## src/hdl/sps_pkg.sv

```systemverilog
// Package for the stepper position sequencer: opcodes, register indexes,
// reset values and the coil phase table. No dependencies.
`default_nettype none

package sps_pkg;

  localparam int unsigned POSITION_BITS_DEF = 16;
  localparam int unsigned PHASE_COUNT_DEF   = 8;
  localparam int unsigned PHASE_BITS        = 3;
  localparam int unsigned FIELD_POS_BITS    = 16;
  localparam int unsigned COIL_BITS         = 4;
  localparam int unsigned CFG_IDX_BITS      = 3;
  localparam int unsigned CFG_DATA_BITS     = 8;

  localparam logic [7:0] HOLD_LENGTH_RST = 8'd20;
  localparam logic [7:0] SLOW_RELOAD_RST = 8'd29;
  localparam logic [7:0] FAST_RELOAD_RST = 8'd2;

  typedef enum logic [2:0] {
    OP_TICK       = 3'd0,
    OP_SET_TARGET = 3'd1,
    OP_SET_POS    = 3'd2,
    OP_STOP       = 3'd3,
    OP_REARM_HOLD = 3'd4
  } opcode_e;

  typedef enum logic [2:0] {
    REG_MOTOR_KIND  = 3'd0,
    REG_SPEED_MODE  = 3'd1,
    REG_HOLD_LENGTH = 3'd2,
    REG_SLOW_RELOAD = 3'd3,
    REG_FAST_RELOAD = 3'd4
  } cfg_reg_e;

  typedef enum logic [1:0] {
    SPEED_EVERY = 2'd0,
    SPEED_SLOW  = 2'd1,
    SPEED_FAST  = 2'd2
  } speed_e;

  typedef enum logic [1:0] {
    KIND_GAS_VALVE  = 2'd0,
    KIND_ICE_DOOR   = 2'd1,
    KIND_HOT        = 2'd2,
    KIND_NO_DECODER = 2'd3
  } kind_e;

  // Coil pattern for a motor kind and phase. The door motor runs full steps,
  // the other two run half steps.
  function automatic logic [COIL_BITS-1:0] coil_lookup(input logic [1:0] kind,
                                                       input logic [PHASE_BITS-1:0] phase);
    logic [COIL_BITS-1:0] half_tab [8];
    logic [COIL_BITS-1:0] full_tab [8];
    half_tab = '{4'h9, 4'h8, 4'hC, 4'h4, 4'h6, 4'h2, 4'h3, 4'h1};
    full_tab = '{4'hC, 4'h9, 4'h3, 4'h6, 4'hC, 4'h9, 4'h3, 4'h6};
    if (kind == KIND_ICE_DOOR) begin
      return full_tab[phase];
    end
    return half_tab[phase];
  endfunction

endpackage

`default_nettype wire

```

## src/hdl/sps_if.sv

```systemverilog
// Channel interfaces of the stepper position sequencer: command words,
// result words and configuration writes. Depends on sps_pkg.
`default_nettype none

interface sps_cmd_if
  import sps_pkg::*;
  ();
  logic                             valid;
  logic                             ready;
  logic [2:0]                       opcode;
  logic signed [FIELD_POS_BITS-1:0] position_value;

  modport source (output valid, output opcode, output position_value, input ready);
  modport sink   (input valid, input opcode, input position_value, output ready);
endinterface

interface sps_res_if
  import sps_pkg::*;
  ();
  logic                             valid;
  logic                             ready;
  logic [COIL_BITS-1:0]             coil_pattern;
  logic signed [FIELD_POS_BITS-1:0] position_now;
  logic                             at_target;

  modport source (output valid, output coil_pattern, output position_now,
                  output at_target, input ready);
  modport sink   (input valid, input coil_pattern, input position_now,
                  input at_target, output ready);
endinterface

interface sps_cfg_if
  import sps_pkg::*;
  ();
  logic                     valid;
  logic                     ready;
  logic [CFG_IDX_BITS-1:0]  reg_index;
  logic [CFG_DATA_BITS-1:0] wdata;

  modport source (output valid, output reg_index, output wdata, input ready);
  modport sink   (input valid, input reg_index, input wdata, output ready);
endinterface

`default_nettype wire

```

## src/hdl/stepper_position_sequencer_top.sv

```systemverilog
// Top level of the stepper position sequencer: command decode, prescaler,
// hold counters, phase stepping and the result register. Depends on sps_pkg
// and sps_if.
// The result word for a command is registered and valid in the cycle after it is taken.
// Throughput: one command word per cycle; the only limit is the single result
// register, which is refilled in the cycle it is drained.
// Reset: all motion state clears, coils off, registers take their defaults.
`default_nettype none

module stepper_position_sequencer_top
  import sps_pkg::*;
#(
  parameter int unsigned POSITION_BITS = POSITION_BITS_DEF,
  parameter int unsigned PHASE_COUNT   = PHASE_COUNT_DEF
) (
  input  wire     clk_i,
  input  wire     rst_ni,
  sps_cmd_if.sink   cmd_i,
  sps_cfg_if.sink   cfg_i,
  sps_res_if.source res_o
);

  // Configuration registers. Writes are always taken; the host must write only
  // while the channel is idle, which the block itself does not enforce.
  logic [1:0] motor_kind_q, speed_mode_q;
  logic [7:0] hold_length_q, slow_reload_q, fast_reload_q;

  assign cfg_i.ready = 1'b1;

  always_ff @(posedge clk_i or negedge rst_ni) begin
    if (!rst_ni) begin
      motor_kind_q  <= KIND_GAS_VALVE;
      speed_mode_q  <= SPEED_EVERY;
      hold_length_q <= HOLD_LENGTH_RST;
      slow_reload_q <= SLOW_RELOAD_RST;
      fast_reload_q <= FAST_RELOAD_RST;
    end else if (cfg_i.valid) begin
      case (cfg_reg_e'(cfg_i.reg_index))
        REG_MOTOR_KIND:  motor_kind_q  <= cfg_i.wdata[1:0];
        REG_SPEED_MODE:  speed_mode_q  <= cfg_i.wdata[1:0];
        REG_HOLD_LENGTH: hold_length_q <= cfg_i.wdata;
        REG_SLOW_RELOAD: slow_reload_q <= cfg_i.wdata;
        REG_FAST_RELOAD: fast_reload_q <= cfg_i.wdata;
        default: ;
      endcase
    end
  end

  // Motion state.
  logic [POSITION_BITS-1:0] target_q, target_d;
  logic [POSITION_BITS-1:0] cur_q, cur_d;
  logic [POSITION_BITS-1:0] rem_q, rem_d;
  logic [7:0]               pre_q, pre_d;
  logic [7:0]               start_hold_q, start_hold_d;
  logic [7:0]               stop_hold_q, stop_hold_d;
  logic [PHASE_BITS-1:0]    phase_q, phase_d;
  logic [COIL_BITS-1:0]     coil_q, coil_d;

  // Result register. A new command is taken whenever the result register is
  // empty or is being drained in the same cycle, so words flow back to back.
  logic                     res_valid_q;
  logic                     cmd_acc;

  assign cmd_i.ready = !res_valid_q || res_o.ready;
  assign cmd_acc     = cmd_i.valid && cmd_i.ready;

  logic [POSITION_BITS-1:0] operand;
  assign operand = POSITION_BITS'(cmd_i.position_value);

  always_comb begin
    logic                  period;
    logic                  drive_en;
    logic                  drive_on;
    logic [PHASE_BITS:0]   phase_up;
    target_d     = target_q;
    cur_d        = cur_q;
    rem_d        = rem_q;
    pre_d        = pre_q;
    start_hold_d = start_hold_q;
    stop_hold_d  = stop_hold_q;
    phase_d      = phase_q;
    coil_d       = coil_q;
    period       = 1'b0;
    drive_en     = 1'b0;
    drive_on     = 1'b0;
    phase_up     = {1'b0, phase_q} + 1'b1;

    case (opcode_e'(cmd_i.opcode))
      OP_TICK: begin
        // A new move starts only once the previous one has run out.
        if (rem_q == '0 && target_q != cur_q) begin
          rem_d        = target_q - cur_q;
          start_hold_d = hold_length_q;
          stop_hold_d  = hold_length_q;
        end
        period = 1'b1;
        if (speed_mode_q == SPEED_SLOW || speed_mode_q == SPEED_FAST) begin
          if (pre_q != '0) begin
            pre_d  = pre_q - 8'd1;
            period = 1'b0;
          end else begin
            pre_d = (speed_mode_q == SPEED_SLOW) ? slow_reload_q : fast_reload_q;
          end
        end
        if (period) begin
          drive_en = 1'b1;
          drive_on = 1'b1;
          if (start_hold_d != '0) begin
            start_hold_d = start_hold_d - 8'd1;
          end else if (rem_d == '0) begin
            if (stop_hold_d != '0) begin
              stop_hold_d = stop_hold_d - 8'd1;
            end else begin
              drive_on = 1'b0;
            end
          end else if (!rem_d[POSITION_BITS-1]) begin
            rem_d   = rem_d - 1'b1;
            cur_d   = cur_q + 1'b1;
            phase_d = (phase_up >= (PHASE_BITS+1)'(PHASE_COUNT)) ? '0
                                                                 : phase_up[PHASE_BITS-1:0];
          end else begin
            rem_d   = rem_d + 1'b1;
            cur_d   = cur_q - 1'b1;
            phase_d = (phase_q == '0) ? PHASE_BITS'(PHASE_COUNT - 1) : phase_q - 1'b1;
          end
        end
      end
      OP_SET_TARGET: target_d = operand;
      OP_SET_POS:    cur_d    = operand;
      OP_STOP: begin
        target_d     = cur_q;
        rem_d        = '0;
        start_hold_d = hold_length_q;
        stop_hold_d  = hold_length_q;
      end
      OP_REARM_HOLD: begin
        start_hold_d = hold_length_q;
        stop_hold_d  = hold_length_q;
      end
      default: ;
    endcase

    // The spare motor kind has no decoder, so the coil latch keeps its value.
    if (drive_en && motor_kind_q != KIND_NO_DECODER) begin
      coil_d = drive_on ? coil_lookup(motor_kind_q, phase_d) : '0;
    end
  end

  always_ff @(posedge clk_i or negedge rst_ni) begin
    if (!rst_ni) begin
      target_q     <= '0;
      cur_q        <= '0;
      rem_q        <= '0;
      pre_q        <= '0;
      start_hold_q <= '0;
      stop_hold_q  <= '0;
      phase_q      <= '0;
      coil_q       <= '0;
    end else if (cmd_acc) begin
      target_q     <= target_d;
      cur_q        <= cur_d;
      rem_q        <= rem_d;
      pre_q        <= pre_d;
      start_hold_q <= start_hold_d;
      stop_hold_q  <= stop_hold_d;
      phase_q      <= phase_d;
      coil_q       <= coil_d;
    end
  end

  // Result word, captured from the updated state.
  logic [COIL_BITS-1:0]      res_coil_q;
  logic [FIELD_POS_BITS-1:0] res_pos_q;
  logic                      res_at_q;

  always_ff @(posedge clk_i or negedge rst_ni) begin
    if (!rst_ni) begin
      res_valid_q <= 1'b0;
    end else if (cmd_acc) begin
      res_valid_q <= 1'b1;
    end else if (res_o.ready) begin
      res_valid_q <= 1'b0;
    end
  end

  always_ff @(posedge clk_i) begin
    if (cmd_acc) begin
      res_coil_q <= coil_d;
      res_pos_q  <= FIELD_POS_BITS'(cur_d);
      res_at_q   <= (cur_d == target_d);
    end
  end

  assign res_o.valid        = res_valid_q;
  assign res_o.coil_pattern = res_coil_q;
  assign res_o.position_now = res_pos_q;
  assign res_o.at_target    = res_at_q;

endmodule

`default_nettype wire

```

## src/flat_wrapper.sv

```systemverilog
// flat-port wrapper written by rule: the top's interface ports become plain ports
module stepper_position_sequencer_top_flat import sps_pkg::*;
#(
  parameter int unsigned POSITION_BITS = POSITION_BITS_DEF,
  parameter int unsigned PHASE_COUNT   = PHASE_COUNT_DEF
)
  (clk_i, rst_ni, cmd_i_valid, cmd_i_opcode, cmd_i_position_value, cmd_i_ready, cfg_i_valid, cfg_i_reg_index, cfg_i_wdata, cfg_i_ready, res_o_valid, res_o_coil_pattern, res_o_position_now, res_o_at_target, res_o_ready);
  sps_cmd_if cmd_i_i ();
  sps_cfg_if cfg_i_i ();
  sps_res_if res_o_i ();
  input  wire clk_i;
  input  wire rst_ni;
  input wire logic [$bits(cmd_i_i.valid)-1:0] cmd_i_valid;
  input wire logic [$bits(cmd_i_i.opcode)-1:0] cmd_i_opcode;
  input wire logic [$bits(cmd_i_i.position_value)-1:0] cmd_i_position_value;
  output wire logic [$bits(cmd_i_i.ready)-1:0] cmd_i_ready;
  input wire logic [$bits(cfg_i_i.valid)-1:0] cfg_i_valid;
  input wire logic [$bits(cfg_i_i.reg_index)-1:0] cfg_i_reg_index;
  input wire logic [$bits(cfg_i_i.wdata)-1:0] cfg_i_wdata;
  output wire logic [$bits(cfg_i_i.ready)-1:0] cfg_i_ready;
  output wire logic [$bits(res_o_i.valid)-1:0] res_o_valid;
  output wire logic [$bits(res_o_i.coil_pattern)-1:0] res_o_coil_pattern;
  output wire logic [$bits(res_o_i.position_now)-1:0] res_o_position_now;
  output wire logic [$bits(res_o_i.at_target)-1:0] res_o_at_target;
  input wire logic [$bits(res_o_i.ready)-1:0] res_o_ready;
  assign cmd_i_i.valid = cmd_i_valid;
  assign cmd_i_i.opcode = cmd_i_opcode;
  assign cmd_i_i.position_value = cmd_i_position_value;
  assign cmd_i_ready = cmd_i_i.ready;
  assign cfg_i_i.valid = cfg_i_valid;
  assign cfg_i_i.reg_index = cfg_i_reg_index;
  assign cfg_i_i.wdata = cfg_i_wdata;
  assign cfg_i_ready = cfg_i_i.ready;
  assign res_o_valid = res_o_i.valid;
  assign res_o_coil_pattern = res_o_i.coil_pattern;
  assign res_o_position_now = res_o_i.position_now;
  assign res_o_at_target = res_o_i.at_target;
  assign res_o_i.ready = res_o_ready;
  stepper_position_sequencer_top #(.POSITION_BITS(POSITION_BITS), .PHASE_COUNT(PHASE_COUNT)) u_core (.clk_i(clk_i), .rst_ni(rst_ni), .cmd_i(cmd_i_i), .cfg_i(cfg_i_i), .res_o(res_o_i));
endmodule
```

## config.mk

```make
export PLATFORM = sky130hd
export DESIGN_NAME = stepper_position_sequencer_top_flat
export DESIGN_NICKNAME = d
export VERILOG_FILES = /design/src/hdl/sps_pkg.sv /design/src/hdl/sps_if.sv /design/src/hdl/stepper_position_sequencer_top.sv /design/src/flat_wrapper.sv
export SDC_FILE = /design/constraint.sdc
export NUM_CORES = 1
export LEC_CHECK = 0
export BUFFER_PORTS_ARGS = -buffer_cell sky130_fd_sc_hd__buf_2
export CAP_MARGIN = 25
export CELL_PAD_IN_SITES_DETAIL_PLACEMENT = 1
export CELL_PAD_IN_SITES_GLOBAL_PLACEMENT = 1
export CORE_MARGIN = 2
export CORE_UTILIZATION = 40
export DETAILED_ROUTE_END_ITERATION = 10
export PLACE_DENSITY_LB_ADDON = 0.1
export SYNTH_ARGS = -nofsm -noshare
export SYNTH_HDL_FRONTEND = slang
export SYNTH_SLANG_ARGS = --single-unit
```

## constraint.sdc

```tcl
create_clock -name clk_i -period 17.4 [get_ports clk_i]
set_input_delay 3.48 -clock clk_i [delete_from_list [all_inputs] [get_ports clk_i]]
set_output_delay 3.48 -clock clk_i [all_outputs]
set_load 0.1 [all_outputs]
```

==> reports/metrics.sh <==
CLOCK_TREE.ROOT_CELL='sky130_fd_sc_hd__clkbuf_16'
CRITPATHREQUIREDTIME_NS=13.92
TOTAL_NEGATIVE_SETUP_SLACKS_NS=0
NETLIST_TOP_CELLS_AREA='sky130_fd_sc_hd__dfrtp_1 (25%), sky130_fd_sc_hd__ha_1 (6.9%), sky130_fd_sc_hd__edfxtp_1 (6.2%)'
CTS_INSERTED_BUFFERS=17
DIODES=0
PLACE_HPWL_UM=24600
CRITICAL_PATH_PEAK_FANOUT=3
STARTING_UTILIZATION_OF_THE_CORE_AREA=0.405
POST_SYNTH_INST_COUNT=1199
GRT_REMAINING_OVERFLOW=0
CLK_LATENCY_NS=0.44
TOTAL_NUMBER_OF_CLOCK_TREE_SINKS=129
FINAL_ANTENNA_NET_COUNT=0
SYNTH.FF_LATCH_COUNT=129
MAIN_COMBINATIONAL_CELL_FAMILY_BY_AREA_AFTER_SYNTHESIS='compound AO/OA/AOI/OAI gates'
PLACEABLE_CORE_REGION_UM2=25000
WORST_SETUP_PATH_START_KIND='input port'
TOP_LEVEL_PORTS=59
YOSYSTOPAREACELLSHARE=0.249
ROUTABILITYCONGESTION=0.869
YS_ASYNC_SR_FRACTION=0.837
H-TREE-DEPTH=4
TIMING.CLOCK.SKEW_NS=0.0140
LAYOUT_WORST_PATH_CYCLE_SHARE=0.436
SYNTH-EDFF-COUNT=21
POST-CTS-SETUP-BUFFER-COUNT=0
LAYOUT.NETS=1330
R2R_SETUP_SLACK_NS=10.75
WIRE_LENGTH_OF_THE_FIRST_GLOBAL_ROUTING_PASS_UM=53300
LAYOUT-DRIVE-GT1-SHARE=0.146
HOLDBUFCOUNTCTS=0
DIE_W_UM=163
TIMING.SETUP.CRITICAL_PATH_CLASS='in2out'
SYNTH_SEQ_AREA_SHARE=0.329
TOP_SIGNAL_LAYER_USED='met4'
SYNTH_TOP_AREA_CELL='sky130_fd_sc_hd__dfrtp_1'
WORST_R2R_ENDPOINT='u_core.res_o.at_target'
ROUTE.VIAS.TOTAL=9340
CRITICAL_PATH_ORIGIN='res_o_ready'
CTS_TREE='done'
FINALMAXSLEWVIOLATIONS=0
IO_BUFFERS=57
SYNTH-XOR-AREA-SHARE=0.0380
TOP_ACHIEVABLE_CLOCK_SPEED_MHz=132
DETAIL_ROUTE.FIRST_PASS.ITERATIONS=5
RSZ_0062_RAISED_AFTER_GLOBAL_ROUTING='false'
RESULT_OF_THE_RUN='finished, final reports clean'
TOTALWIRELENGTH_UM=32900
POST_SYNTH_CELL_TYPES=85
FIRST_GLOBAL_VIAS=9506
SYNTHESIS.YOSYS.WARNINGS=0
YS_DOMINANT_REG_CELL='sky130_fd_sc_hd__dfrtp_1'
INITIALDRTVIOLATIONCOUNT=630
CLK_PIN_SLEW_WORST_PATHS_NS=0.06
WL_MET1_UM=15800
RELSLEWSLACK=0.363
WL_MET2_UM=15000
WORST_SETUP_PATH_ENDPOINT='cmd_i_ready'
DIEHEIGHT_UM=163
TIMING.FINAL.SETUP_VIOLATIONS=0
SYNTH_SIMPLE_GATE_AREA_FRAC=0.193
LEADING_CELL_TYPE_IN_THE_LAYOUT_FILL_AND_TAPS_EXCLUDED='sky130_fd_sc_hd__nand2_1'
SYNTHESIS.NETS=1293
GRT_MAX_DEGREE=58
CLOCK_TREE.BUFFER_DEPTH=2
SYN_AREA_UM2=10100
DIE_AREA_UM2=26700
WORST_EP_ARRIVAL_TIME_NS=4.11
CRITPATHCAPTURETYPE='output port'
ROUTED-WL-MET3_UM=1280
SYNTH-COMPOUND-AREA-SHARE=0.247
WL_PER_CELL_UM=20.8
POST_DRT_VIA_CELL_RATIO=5.92
GRT.TOTAL_USAGE=0.255
ROWS=58
FINAL_HOLD_VIOLATIONS=0
MIN_PATH_TYPE='reg2reg'
DRT_DRC_VIOLATIONS_LEFT=0
TIMING.FINAL.CRIT_PERIOD_NS=7.59
MOST-COMMON-LAYOUT-CELLS='sky130_fd_sc_hd__nand2_1 (152), sky130_fd_sc_hd__o21ai_0 (109), sky130_fd_sc_hd__dfrtp_1 (101)'
ACTUAL_TRANSITION_AT_THE_WORST_MAX_TRANSITION_PIN_NS=0.953
DRV.MAX_CAP_VIOLATION_COUNT=0
AVGSYNTHCELLAREA_UM2=8.46
SYNTH-ADDER-AREA-SHARE=0.0750
SYNTH.AREA.MUX_SHARE=0.0743
ANTENNA_VIOLATIONS_BEFORE_REPAIR=0
RR_WORST_DEPTH=22
R2R-START='u_core.cur_q[4]'
AREA_GROWTH_SYN_TO_LAYOUT_PCT=12.0
POST_CTS_RESIZE_COUNT=0
-- kinds of logic after synthesis --
family	Yosys count
XOR/XNOR	44
buffers and inverters	108
flip-flops	129
adder cells (fa/ha/maj)	59
AO/OA/AOI/OAI	375
multiplexers	71
AND/OR/NAND/NOR	412
other	1
-- synth_stat cells (13+ instances only) --
library cell	number
sky130_fd_sc_hd__a211oi_1	15
sky130_fd_sc_hd__a21o_1	19
sky130_fd_sc_hd__a21oi_1	76
sky130_fd_sc_hd__a31oi_1	15
sky130_fd_sc_hd__clkbuf_1	43
sky130_fd_sc_hd__dfrtp_1	101
sky130_fd_sc_hd__edfxtp_1	21
sky130_fd_sc_hd__ha_1	56
sky130_fd_sc_hd__inv_1	51
sky130_fd_sc_hd__mux2_2	35
sky130_fd_sc_hd__mux2i_1	36
sky130_fd_sc_hd__nand2_1	152
sky130_fd_sc_hd__nand3_1	21
sky130_fd_sc_hd__nor2_1	92
sky130_fd_sc_hd__nor3_1	37
sky130_fd_sc_hd__o21ai_0	109
sky130_fd_sc_hd__o31ai_1	13
sky130_fd_sc_hd__or3_1	21
sky130_fd_sc_hd__xnor2_1	28
sky130_fd_sc_hd__xor2_1	16
-- registers in the layout, summed over array words and instances, names as in the netlist --
| signal | count |
|---|---|
| u_core.rem_q | 16 |
| u_core.coil_q | 4 |
| u_core.res_o.position_now | 16 |
| u_core.hold_length_q | 8 |
| u_core.target_q | 16 |
| u_core.res_o.valid | 1 |
| u_core.stop_hold_q | 8 |
| u_core.res_o.coil_pattern | 4 |
| u_core.cur_q | 16 |
| u_core.slow_reload_q | 8 |
| u_core.start_hold_q | 8 |
| u_core.speed_mode_q | 2 |
| u_core.res_o.at_target | 1 |
| u_core.fast_reload_q | 8 |
| u_core.pre_q | 8 |
| u_core.phase_q | 3 |
| u_core.motor_kind_q | 2 |
-- metal layers --
| metal | global-route usage | up-vias |
|---|---|---|
| li1 | - | 4509 |
| met1 | 0.364 | 4597 |
| met2 | 0.404 | 193 |
| met3 | 0.0356 | 41 |
| met4 | 0.0720 | 0 |
| met5 | 0 | - |
-- through the flow --
step                      worst slack [ns]  utilization  hold slack [ns]  area [µm²]  cells
after floorplan                       9.65            -            0.450       10100   1199
after detailed placement              9.81        0.429            0.476       10700   1545
final                                 9.81        0.454            0.488       11400   1579
after CTS                             9.81        0.453            0.490       11300   1577
after global placement                9.81        0.429            0.463       10700   1545
after global routing                  9.78        0.454            0.518       11400   1579
-- critical path, stage by stage --
cell and delay [ns]:
sky130_fd_sc_hd__buf_2 0.07, sky130_fd_sc_hd__nand2b_1 0.13, sky130_fd_sc_hd__buf_2 0.43
-- worst min path at each step --
stage | endpoint | depth (start not counted) | startpoint | slack [ns]
floorplan | u_core.start_hold_q[1] | 2 | u_core.start_hold_q[1] | 0.45
global placement | u_core.stop_hold_q[2] | 2 | u_core.stop_hold_q[2] | 0.46
detailed placement | u_core.stop_hold_q[2] | 2 | u_core.stop_hold_q[2] | 0.48
CTS | u_core.start_hold_q[1] | 2 | u_core.start_hold_q[1] | 0.49
global route | u_core.coil_q[2] | 1 | u_core.coil_q[2] | 0.52
finish | u_core.start_hold_q[1] | 2 | u_core.start_hold_q[1] | 0.49
-- area by class of cell --
class                      instances  area [µm²]
timing repair buffer              75         440
inverter                          51         191
clock buffer                      18         450
sequential                       129        3340
fill                            2975       13700
multi-input combinational        962        6370
clock inverter                    14         158
tap                              330         413
Power is left out: the tool's default activity adds up to more than one toggle a clock period on the data nets, which glitch-free logic cannot reach.
